$ cat src/sv/ccthr_pkg.sv
// Package of shared types and constants for the cruise control throttle machine.
`default_nettype none
package ccthr_pkg;

	localparam int unsigned ThrW   = 8;
	localparam int unsigned SpeedW = 10;
	localparam int unsigned CfgIdxW  = 2;
	localparam int unsigned CfgDataW = 10;

	typedef enum logic [1:0] {
		MODE_IDLE   = 2'd0,
		MODE_INIT   = 2'd1,
		MODE_ACTIVE = 2'd2,
		MODE_EXIT   = 2'd3
	} mode_t;

	typedef enum logic [CfgIdxW-1:0] {
		REG_PEDAL_STEP       = 2'd0,
		REG_CRUISE_STEP      = 2'd1,
		REG_THROTTLE_MAX     = 2'd2,
		REG_MIN_CRUISE_SPEED = 2'd3
	} reg_idx_t;

	localparam logic [ThrW-1:0]   PedalStepRst      = 8'd2;
	localparam logic [ThrW-1:0]   CruiseStepRst     = 8'd8;
	localparam logic [ThrW-1:0]   ThrottleMaxRst    = 8'd80;
	localparam logic [SpeedW-1:0] MinCruiseSpeedRst = 10'd25;

	typedef struct packed {
		logic [ThrW-1:0]   pedal_step;
		logic [ThrW-1:0]   cruise_step;
		logic [ThrW-1:0]   throttle_max;
		logic [SpeedW-1:0] min_cruise_speed;
	} cfg_t;

	typedef struct packed {
		logic              cruise_button;
		logic              gas_pressed;
		logic              brake_pressed;
		logic [SpeedW-1:0] speed;
	} item_t;

	typedef struct packed {
		logic [ThrW-1:0]   throttle_out;
		mode_t             mode_out;
		logic              cruise_lamp;
		logic [SpeedW-1:0] target_out;
	} res_t;

	// Add with saturation; a base already above the limit comes back as the limit.
	function automatic logic [ThrW-1:0] sat_add(input logic [ThrW-1:0] base,
			input logic [ThrW-1:0] step, input logic [ThrW-1:0] limit);
		logic [ThrW:0] sum;
		sum = {1'b0, base} + {1'b0, step};
		sat_add = (sum > {1'b0, limit}) ? limit : sum[ThrW-1:0];
	endfunction

endpackage
`default_nettype wire

$ cat src/sv/ccthr_ifs.sv
// Handshake interfaces for the input, result and configuration channels.
`default_nettype none
interface ccthr_item_if;
	logic                           valid;
	logic                           ready;
	logic                           cruise_button;
	logic                           gas_pressed;
	logic                           brake_pressed;
	logic [ccthr_pkg::SpeedW-1:0]   speed;
	modport source (output valid, cruise_button, gas_pressed, brake_pressed, speed,
		input ready);
	modport sink (input valid, cruise_button, gas_pressed, brake_pressed, speed,
		output ready);
endinterface

interface ccthr_result_if;
	logic                           valid;
	logic                           ready;
	logic [ccthr_pkg::ThrW-1:0]     throttle_out;
	logic [1:0]                     mode_out;
	logic                           cruise_lamp;
	logic [ccthr_pkg::SpeedW-1:0]   target_out;
	modport source (output valid, throttle_out, mode_out, cruise_lamp, target_out,
		input ready);
	modport sink (input valid, throttle_out, mode_out, cruise_lamp, target_out,
		output ready);
endinterface

interface ccthr_cfg_if;
	logic                           valid;
	logic                           ready;
	logic [ccthr_pkg::CfgIdxW-1:0]  index;
	logic [ccthr_pkg::CfgDataW-1:0] data;
	modport source (output valid, index, data, input ready);
	modport sink (input valid, index, data, output ready);
endinterface
`default_nettype wire

$ cat src/sv/ccthr_regs.sv
// Configuration register file: step sizes, throttle limit and minimum cruise speed.
`default_nettype none
module ccthr_regs (
	input  wire logic      clk,
	input  wire logic      arst_n,
	ccthr_cfg_if.sink      cfg,
	output ccthr_pkg::cfg_t regs
);
	import ccthr_pkg::*;

	cfg_t regs_q;

	assign cfg.ready = 1'b1;
	assign regs      = regs_q;

	always_ff @(posedge clk or negedge arst_n) begin
		if (!arst_n) begin
			regs_q.pedal_step       <= PedalStepRst;
			regs_q.cruise_step      <= CruiseStepRst;
			regs_q.throttle_max     <= ThrottleMaxRst;
			regs_q.min_cruise_speed <= MinCruiseSpeedRst;
		end else if (cfg.valid) begin
			case (reg_idx_t'(cfg.index))
				REG_PEDAL_STEP:       regs_q.pedal_step       <= cfg.data[ThrW-1:0];
				REG_CRUISE_STEP:      regs_q.cruise_step      <= cfg.data[ThrW-1:0];
				REG_THROTTLE_MAX:     regs_q.throttle_max     <= cfg.data[ThrW-1:0];
				REG_MIN_CRUISE_SPEED: regs_q.min_cruise_speed <= cfg.data[SpeedW-1:0];
				default: ;
			endcase
		end
	end

endmodule
`default_nettype wire

$ cat src/sv/ccthr_fsm.sv
// Cruise mode machine with throttle, lamp and target registers, one tick per step.
`default_nettype none
module ccthr_fsm (
	input  wire logic             clk,
	input  wire logic             arst_n,
	input  wire logic             step_en,
	input  wire ccthr_pkg::item_t item,
	input  wire ccthr_pkg::cfg_t  regs,
	output ccthr_pkg::res_t       res
);
	import ccthr_pkg::*;

	mode_t             mode_q, mode_n;
	logic [SpeedW-1:0] target_q, target_n;
	logic [ThrW-1:0]   throttle_q, throttle_n;
	logic              lamp_q, lamp_n;
	logic [ThrW-1:0]   thr_m;

	always_comb begin
		mode_n = mode_q;
		case (mode_q)
			MODE_IDLE: begin
				if (item.cruise_button) mode_n = MODE_INIT;
			end
			MODE_INIT: begin
				if (!item.cruise_button) mode_n = MODE_ACTIVE;
			end
			MODE_ACTIVE: begin
				if (item.cruise_button) begin
					mode_n = MODE_EXIT;
				end else if (item.gas_pressed || item.brake_pressed ||
						item.speed < regs.min_cruise_speed) begin
					mode_n = MODE_IDLE;
				end
			end
			MODE_EXIT: begin
				if (!item.cruise_button) mode_n = MODE_IDLE;
			end
			default: mode_n = MODE_IDLE;
		endcase
	end

	always_comb begin
		lamp_n   = lamp_q;
		target_n = target_q;
		thr_m    = throttle_q;
		case (mode_q)
			MODE_IDLE: lamp_n = 1'b0;
			MODE_INIT: begin
				if (!item.cruise_button) target_n = item.speed;
			end
			MODE_ACTIVE: begin
				lamp_n = 1'b1;
				if (target_q < item.speed) begin
					thr_m = '0;
				end else if (target_q > item.speed) begin
					thr_m = sat_add(throttle_q, regs.cruise_step, regs.throttle_max);
				end
			end
			default: ;
		endcase
		// The pedal step is applied after the machine, on top of any cruise step.
		if (item.gas_pressed) begin
			throttle_n = sat_add(thr_m, regs.pedal_step, regs.throttle_max);
		end else if (mode_n == MODE_IDLE) begin
			throttle_n = '0;
		end else begin
			throttle_n = thr_m;
		end
	end

	always_ff @(posedge clk or negedge arst_n) begin
		if (!arst_n) begin
			mode_q     <= MODE_IDLE;
			target_q   <= '0;
			throttle_q <= '0;
			lamp_q     <= 1'b0;
		end else if (step_en) begin
			mode_q     <= mode_n;
			target_q   <= target_n;
			throttle_q <= throttle_n;
			lamp_q     <= lamp_n;
		end
	end

	assign res.throttle_out = throttle_n;
	assign res.mode_out     = mode_n;
	assign res.cruise_lamp  = lamp_n;
	assign res.target_out   = target_n;

	a_idle_lamp: assert property (@(posedge clk) disable iff (!arst_n)
		step_en && mode_q == MODE_IDLE |=> !lamp_q)
		else $error("lamp not cleared after an idle tick");
	a_active_lamp: assert property (@(posedge clk) disable iff (!arst_n)
		step_en && mode_q == MODE_ACTIVE |=> lamp_q)
		else $error("lamp not set after an active tick");
	a_idle_thr: assert property (@(posedge clk) disable iff (!arst_n)
		step_en && !item.gas_pressed && mode_n == MODE_IDLE |=> throttle_q == '0)
		else $error("throttle not zero in idle without gas");
	a_hold: assert property (@(posedge clk) disable iff (!arst_n)
		!step_en |=> $stable(mode_q) && $stable(throttle_q) && $stable(target_q))
		else $error("state changed without a tick");

endmodule
`default_nettype wire

$ cat src/sv/cruise_control_throttle_fsm.sv
// Top level of the cruise control throttle machine: input and result registers around the FSM.
// One request is taken per clock unless a stalled result holds the input register back; the
// mode/throttle update works on the input register and lands in the result register as the
// request leaves the input register. A stalled result lets one more request into the input
// register before the input is held off. Configuration writes are taken at once, every cycle;
// an item's throttle step uses the registers as they stand when it leaves the input register.
`default_nettype none
module cruise_control_throttle_fsm (
	input  wire logic     clk,
	input  wire logic     arst_n,
	ccthr_item_if.sink    item,
	ccthr_result_if.source result,
	ccthr_cfg_if.sink     cfg
);
	import ccthr_pkg::*;

	cfg_t  regs;
	item_t item_s1;
	logic  valid_s1;
	res_t  res_c, res_s2;
	logic  valid_s2;
	logic  advance;

	ccthr_regs u_regs (
		.clk    (clk),
		.arst_n (arst_n),
		.cfg    (cfg),
		.regs   (regs)
	);

	ccthr_fsm u_fsm (
		.clk     (clk),
		.arst_n  (arst_n),
		.step_en (advance),
		.item    (item_s1),
		.regs    (regs),
		.res     (res_c)
	);

	assign advance    = valid_s1 && (!valid_s2 || result.ready);
	assign item.ready = !valid_s1 || advance;

	always_ff @(posedge clk or negedge arst_n) begin
		if (!arst_n) begin
			valid_s1 <= 1'b0;
			valid_s2 <= 1'b0;
		end else begin
			if (item.ready) valid_s1 <= item.valid;
			if (advance) begin
				valid_s2 <= 1'b1;
			end else if (result.ready) begin
				valid_s2 <= 1'b0;
			end
		end
	end

	always_ff @(posedge clk) begin
		if (item.valid && item.ready) begin
			item_s1.cruise_button <= item.cruise_button;
			item_s1.gas_pressed   <= item.gas_pressed;
			item_s1.brake_pressed <= item.brake_pressed;
			item_s1.speed         <= item.speed;
		end
		if (advance) res_s2 <= res_c;
	end

	assign result.valid        = valid_s2;
	assign result.throttle_out = res_s2.throttle_out;
	assign result.mode_out     = res_s2.mode_out;
	assign result.cruise_lamp  = res_s2.cruise_lamp;
	assign result.target_out   = res_s2.target_out;

	a_full_s1: assert property (@(posedge clk) disable iff (!arst_n)
		valid_s1 && !advance |-> !item.ready)
		else $error("request taken while the input register is blocked");
	a_adv_out: assert property (@(posedge clk) disable iff (!arst_n)
		advance |=> valid_s2)
		else $error("result lost after a tick");
	a_adv_src: assert property (@(posedge clk) disable iff (!arst_n)
		advance |-> valid_s1)
		else $error("tick without a pending request");

endmodule
`default_nettype wire

$ cat src/flat_wrapper.sv
// flat-port wrapper written by rule: the top's interface ports become plain ports
module cruise_control_throttle_fsm_flat import ccthr_pkg::*;
  (clk, arst_n, item_valid, item_cruise_button, item_gas_pressed, item_brake_pressed, item_speed, item_ready, result_valid, result_throttle_out, result_mode_out, result_cruise_lamp, result_target_out, result_ready, cfg_valid, cfg_index, cfg_data, cfg_ready);
  ccthr_item_if item_i ();
  ccthr_result_if result_i ();
  ccthr_cfg_if cfg_i ();
  input  wire logic clk;
  input  wire logic arst_n;
  input wire logic [$bits(item_i.valid)-1:0] item_valid;
  input wire logic [$bits(item_i.cruise_button)-1:0] item_cruise_button;
  input wire logic [$bits(item_i.gas_pressed)-1:0] item_gas_pressed;
  input wire logic [$bits(item_i.brake_pressed)-1:0] item_brake_pressed;
  input wire logic [$bits(item_i.speed)-1:0] item_speed;
  output wire logic [$bits(item_i.ready)-1:0] item_ready;
  output wire logic [$bits(result_i.valid)-1:0] result_valid;
  output wire logic [$bits(result_i.throttle_out)-1:0] result_throttle_out;
  output wire logic [$bits(result_i.mode_out)-1:0] result_mode_out;
  output wire logic [$bits(result_i.cruise_lamp)-1:0] result_cruise_lamp;
  output wire logic [$bits(result_i.target_out)-1:0] result_target_out;
  input wire logic [$bits(result_i.ready)-1:0] result_ready;
  input wire logic [$bits(cfg_i.valid)-1:0] cfg_valid;
  input wire logic [$bits(cfg_i.index)-1:0] cfg_index;
  input wire logic [$bits(cfg_i.data)-1:0] cfg_data;
  output wire logic [$bits(cfg_i.ready)-1:0] cfg_ready;
  assign item_i.valid = item_valid;
  assign item_i.cruise_button = item_cruise_button;
  assign item_i.gas_pressed = item_gas_pressed;
  assign item_i.brake_pressed = item_brake_pressed;
  assign item_i.speed = item_speed;
  assign item_ready = item_i.ready;
  assign result_valid = result_i.valid;
  assign result_throttle_out = result_i.throttle_out;
  assign result_mode_out = result_i.mode_out;
  assign result_cruise_lamp = result_i.cruise_lamp;
  assign result_target_out = result_i.target_out;
  assign result_i.ready = result_ready;
  assign cfg_i.valid = cfg_valid;
  assign cfg_i.index = cfg_index;
  assign cfg_i.data = cfg_data;
  assign cfg_ready = cfg_i.ready;
  cruise_control_throttle_fsm u_core (.clk(clk), .arst_n(arst_n), .item(item_i), .result(result_i), .cfg(cfg_i));
endmodule
$ cat config.mk
export PLATFORM = sky130hd
export DESIGN_NAME = cruise_control_throttle_fsm_flat
export DESIGN_NICKNAME = d
export VERILOG_FILES = /design/src/sv/ccthr_pkg.sv /design/src/sv/ccthr_ifs.sv /design/src/sv/ccthr_regs.sv /design/src/sv/ccthr_fsm.sv /design/src/sv/cruise_control_throttle_fsm.sv /design/src/flat_wrapper.sv
export SDC_FILE = /design/constraint.sdc
export NUM_CORES = 1
export LEC_CHECK = 0
export ABC_AREA = 1
export BUFFER_PORTS_ARGS = -buffer_cell sky130_fd_sc_hd__buf_2
export CAP_MARGIN = 0
export CORE_ASPECT_RATIO = 1.5
export CORE_UTILIZATION = 64
export DETAILED_ROUTE_END_ITERATION = 10
export PLACE_DENSITY = 0.86
export SYNTH_ARGS = -nofsm -noshare
export SYNTH_HDL_FRONTEND = slang
export SYNTH_SLANG_ARGS = --single-unit
$ cat constraint.sdc
create_clock -name clk -period 12.3 [get_ports clk]
set_clock_uncertainty 0.2 [all_clocks]
set_input_delay 3.69 -clock clk [delete_from_list [all_inputs] [get_ports clk]]
set_output_delay 3.69 -clock clk [all_outputs]
set_load 0.03 [all_outputs]
==> results of run 1 <==
==> Yosys cell counts, types with 3 or more instances <==
library cell | n | area (um^2)
a21oi_1 | 28 | 140
clkbuf_1 | 10 | 37.5
dfrtp_1 | 50 | 1250
dfstp_2 | 7 | 184
edfxtp_1 | 34 | 1020
ha_1 | 51 | 638
inv_1 | 77 | 289
inv_2 | 3 | 11.3
nand2_1 | 187 | 702
nand2_2 | 28 | 175
nand3_1 | 42 | 210
nand3_2 | 3 | 30.0
nand4_1 | 5 | 31.3
nor2_1 | 24 | 90.1
nor3_1 | 3 | 15.0
o21ai_0 | 48 | 240
o21ai_2 | 3 | 26.3
xnor2_1 | 3 | 26.3
xor2_1 | 6 | 52.6
==> sequential cells by signal, summed over array words and instances (netlist names) <==
name	count
u_core.result.throttle_out	8
u_core.u_fsm.throttle_q	8
u_core.item_s1	13
u_core.result.cruise_lamp	1
u_core.valid_s1	1
u_core.u_fsm.lamp_q	1
u_core.result.mode_out	2
u_core.result.target_out	10
u_core.u_fsm.target_q	10
u_core.u_fsm.mode_q	2
u_core.result.valid	1
u_core.u_regs.regs	34
==> worst max-delay path, cell delays in order <==
cell and delay [ns]:
buf_2 0.10, inv_1 0.06, nand3_1 0.10, buf_2 0.20
==> worst max-delay path by stage <==
stage / end / depth (start not counted)
after floorplan: item_ready / 2
after global placement: item_ready / 4
after detailed placement: item_ready / 4
after CTS: item_ready / 4
after global routing: item_ready / 4
final: item_ready / 4
==> routing by layer <==
metal | part of all wire | routed length (um)
met5 | 0 | 0
met4 | 0.080 | 1020
met3 | 0.054 | 689
met2 | 0.51 | 6480
met1 | 0.36 | 4550
==> final cells by class <==
class / count / share of cell area
Multi-Input combinational cell: 454 / 0.428
Sequential cell: 91 / 0.408
Inverter: 82 / 0.0519
Timing Repair Buffer: 54 / 0.0457
Clock buffer: 12 / 0.0409
Tap cell: 105 / 0.0218
Clock inverter: 4 / 0.00457
==> power breakdown <==
group / internal, mW / switching [mW] / total, mW
clock network: 0.142 / 0.113 / 0.256
logic: 0.250 / 0.472 / 0.722
registers: 0.407 / 0.0585 / 0.465
total: 0.798 / 0.644 / 1.44
==> logic make-up after synthesis <==
family / after synthesis / synth area share
simple gates: 298 / 0.242
buf+inv: 96 / 0.0700
compound gates: 93 / 0.0941
flops: 91 / 0.454
fa+ha+maj: 53 / 0.125
xor+xnor: 9 / 0.0146
other cells: 1 / 0.000693
==> out/metrics.cfg, run 1 <==
[layout]
syn_to_final_growth_pct = 11.3
multi_input_area_um2 = 2580
seq_area_um2 = 2460
fin_util = 0.743
final.fill_count = 592
antenna_cells = 0
layout.cells.non_filler = 802
fin_nets = 775
mostFrequentLayoutCell = nand2_1
design_area_um2 = 6030
final_cell_mix = 187 x nand2_1, 77 x inv_1, 52 x buf_2
drive_gt1_frac = 0.171

[grt]
grt_pass1_wl_um = 21200
grtUsageMet3 = 0.0574
grtUsageTotal = 0.317
grt_pass1_vias = 4678
grt_start_max_net_pins = 58
grt.met2_usage = 0.560
grt-busiest-layer = met2
grt_antenna_before_repair = 0
grt.met1_usage = 0.323
overflow = 0

[detailed_routing]
wirelength_um = 12700
firstDrtPassIters = 5
drtIter0Drc = 280
drc = 0
via_per_inst = 5.66
via_count = 4540
wl_per_cell_um = 15.9
final_antenna_net_count = 0

[floorplanning]
io-pin-count = 54
row_count = 40
fp.dieW_um = 77.1
start_util = 0.668
core_um2 = 8110
die_y_um = 115
dieArea_um2 = 8840

[clock_tree]
cts_root_buffer = clkbuf_16
cts.clk_slew.worst_paths_ns = 0.06
cts_resized = 0
cts_tree = done
ctsHoldBuffers = 0
postCtsSetupBuffers = 0
clockBufferDepth = 2
htreeDepth = 3
numClockSinks = 91
cts_made_buffers = 9
clock_latency_ns = 0.34

[hold_path]
worstHoldEndpoint = u_core.u_regs.regs[4]
hold_class = flop to flop
min-delay-start = u_core.u_regs.regs[4]
hold_path_depth = 2

[synthesis]
ys.flop_type = dfrtp_1
avgSynthCellArea_um2 = 8.44
synth-edff-count = 34
synth_cell_type_count = 42
ys_warn_count = 0
ys_seq_area_frac = 0.454
synthesis.nets = 724
synth-async-reset-ratio = 0.626
ys_seq_elements = 91
synth_cells = 641
synth_area_um2 = 5410

[power_and_ir_drop]
p_leak_nw = 3.11
power.density_nw_per_um2 = 239
ir_drop_v = 0.000158
power.total_mw = 1.44

[setup_path]
cp-end-kind = output pin
required_ns = 8.41
r2r_slack_ns = 6.27
crit_type = input port to output pin
path_max_fanout = 3
setup.worst_path.start_class = input port
r2r_end = u_core.result.throttle_out[7]
cp.arrival_ns = 4.15
startpoint = result_ready
timing.rr.start = u_core.u_fsm.throttle_q[0]
worst_r2r_path_depth = 40

[timing]
relSlewSlack = 0.472
finalCritPeriodShare = 0.654
fmax_mhz = 124
finalMaxSlewViolations = 0
fin_setup_tns_ns = 0
hold_viol_final = 0
setup_viol = 0
rsz0062_at_grt = no
period_minus_slack_ns = 8.04
finalWorstSetupSlack_ns = 4.26
worstMarginPinSlew_ns = 0.790
holdWs_ns = 0.294

[outcome]
outcome = complete, no violations

[placed_design]
dpl_cell_area_um2 = 5750
dp_slack_ns = 4.26
placed_cells = 786
placement.io_buffers = 52
place.gp.congestion = 0.927
dp.final_hpwl_um = 9500

[flow_run]
drv_cap = 0

(Power assumes the default switching activity.)
==> run 2, diff against run 1 <==
--- a/config.mk
+++ b/config.mk
@@ -9,9 +9,9 @@
 export BUFFER_PORTS_ARGS = -buffer_cell sky130_fd_sc_hd__buf_2
 export CAP_MARGIN = 0
 export CORE_ASPECT_RATIO = 1.5
-export CORE_UTILIZATION = 64
+export CORE_UTILIZATION = 60
 export DETAILED_ROUTE_END_ITERATION = 10
-export PLACE_DENSITY = 0.86
+export PLACE_DENSITY = 0.82
 export SYNTH_ARGS = -nofsm -noshare
 export SYNTH_HDL_FRONTEND = slang
 export SYNTH_SLANG_ARGS = --single-unit
==> constraint.sdc (replaced) <==
create_clock -name clk -period 8.1 [get_ports clk]
set_clock_uncertainty 0.2 [all_clocks]
set_input_delay 2.43 -clock clk [delete_from_list [all_inputs] [get_ports clk]]
set_output_delay 2.43 -clock clk [all_outputs]
set_load 0.03 [all_outputs]
==> run 2 against run 1 <==
Final cell count up 0.62%. Combinational power up 52%. Worst setup slack worse by 2.0 ns.
==> out/metrics.cfg, run 2 (synthesized netlist as in run 1, its figures left out) <==
[setup_path]
path_max_fanout = 9
crit_top_cell = nand2_1
worstSetupEndpoint = u_core.result.throttle_out[3]
worst_r2r_path_depth = 35
cp.arrival_ns = 5.78
startpoint = u_core.u_fsm.throttle_q[0]
timing.rr.start = u_core.u_fsm.throttle_q[0]
required_ns = 7.99
slowest_stage = fa_1
max_stage_delay_ns = 0.41
r2r_slack_ns = 2.21
crit_type = flop to flop
r2r_end = u_core.result.throttle_out[3]
cp-end-kind = flop
setup.worst_path.start_class = flop

[outcome]
outcome = complete, no violations

[detailed_routing]
wl_per_cell_um = 15.8
drtIter0Drc = 253
final_antenna_net_count = 0
via_per_inst = 5.50
via_count = 4440
firstDrtPassIters = 5
wirelength_um = 12800
drc = 0

[grt]
grt_start_max_net_pins = 58
grt_antenna_before_repair = 0
grt_pass1_wl_um = 20900
grtUsageTotal = 0.296
grt_pass1_vias = 4465
overflow = 0

[floorplanning]
dieArea_um2 = 9410
die_y_um = 118
io-pin-count = 54
core_um2 = 8780
fp.dieW_um = 79.6
start_util = 0.617
row_count = 42

[timing]
worstMarginPinSlew_ns = 0.792
finalMaxSlewViolations = 0
fmax_mhz = 170
hold_viol_final = 0
period_minus_slack_ns = 5.89
relSlewSlack = 0.471
rsz0062_at_grt = no
setup_viol = 0
finalWorstSetupSlack_ns = 2.21
fin_setup_tns_ns = 0
finalCritPeriodShare = 0.727

[power_and_ir_drop]
power.density_nw_per_um2 = 365
pwr-share-comb = 0.495
pwr-share-clk = 0.185
p_leak_nw = 3.13
switchingPower_mw = 0.978
power.total_mw = 2.21
p_sw_frac = 0.442
ir_drop_v = 0.000227
seq_power_share = 0.319
power.internal_mw = 1.23

[clock_tree]
cts_resized = 0
clockBufferDepth = 2
numClockSinks = 91
cts.clk_slew.worst_paths_ns = 0.06
ctsHoldBuffers = 0
cts_tree = done
cts_made_buffers = 9
htreeDepth = 3
postCtsSetupBuffers = 0
cts_root_buffer = clkbuf_16
clock_latency_ns = 0.34

[layout]
seq_area_um2 = 2460
drive_gt1_frac = 0.171
syn_to_final_growth_pct = 11.8
mostFrequentLayoutCell = nand2_1
final_cell_mix = 187 x nand2_1, 77 x inv_1, 52 x buf_2
largest_register_ff_count = 34
antenna_cells = 0
fin_nets = 775
multi_input_area_um2 = 2580
design_area_um2 = 6050
layout.cells.non_filler = 807
final.fill_count = 691

[placed_design]
dp.final_hpwl_um = 9980
dpl_cell_area_um2 = 5760
placed_cells = 791
dp_slack_ns = 2.29
placement.io_buffers = 52
place.gp.congestion = 0.942

[flow_run]
drv_cap = 0

[hold_path]
hold_class = flop to flop

==> run 2: area by class of cell <==
class                   instances  share of cell area
repair buffers                 54              0.0455
clock buffers                   9              0.0372
inverters                      82              0.0517
well taps                     110              0.0227
flip-flops and latches         91               0.406
clock inverters                 7              0.0112
multi-input cells             454               0.426
==> run 2: routing by layer <==
metal,share of wire,vias up,track usage
met5,0,-,0
met2,0.53,141,0.514
li1,-,2188,-
met3,0.034,54,0.0378
met4,0.069,0,0.210
met1,0.37,2057,0.323
==> run 2: worst min path at each step <==
stage                          start                        end  slack, ns  cells after the start
2_1_floorplan  u_core.u_regs.regs[1]      u_core.u_regs.regs[1]       0.25                      2
3_3_place_gp      u_core.item_s1[12]  u_core.result.mode_out[0]       0.26                      0
3_5_place_dp   u_core.u_regs.regs[1]      u_core.u_regs.regs[1]       0.27                      2
4_1_cts        u_core.u_regs.regs[1]      u_core.u_regs.regs[1]       0.29                      2
5_1_grt           u_core.item_s1[12]  u_core.result.mode_out[0]       0.32                      0
6_report       u_core.u_regs.regs[7]      u_core.u_regs.regs[7]       0.29                      2
==> run 2: worst max-delay path: cells and delay by family, from the launching register on <==
| kind | cells | cell delay, ns |
|---|---|---|
| AOI/OAI and AO/OA | 5 | 0.98 |
| xor gates and xnor gates | 1 | 0.25 |
| adders and majority gates | 6 | 1.74 |
| buffers and inverters | 3 | 0.18 |
| DFF | 1 | 0.40 |
| and+or+nand+nor | 20 | 1.89 |
==> run 2: power by group through the flow <==
stage,sequential [mW],clock [mW],combinational [mW]
detailed placement,0.711,0,1.08
floorplan,0.756,0,0.767
global placement,0.707,0,1.05
global route,0.716,0.432,1.24
finish,0.706,0.410,1.10
CTS,0.704,0.416,1.09
==> run 2: metrics by stage <==
stage,util,hold WS (ns)
after floorplan,-,0.253
after global placement,0.656,0.263
after detailed placement,0.656,0.275
after CTS,0.690,0.290
after global routing,0.690,0.321
final,0.690,0.287
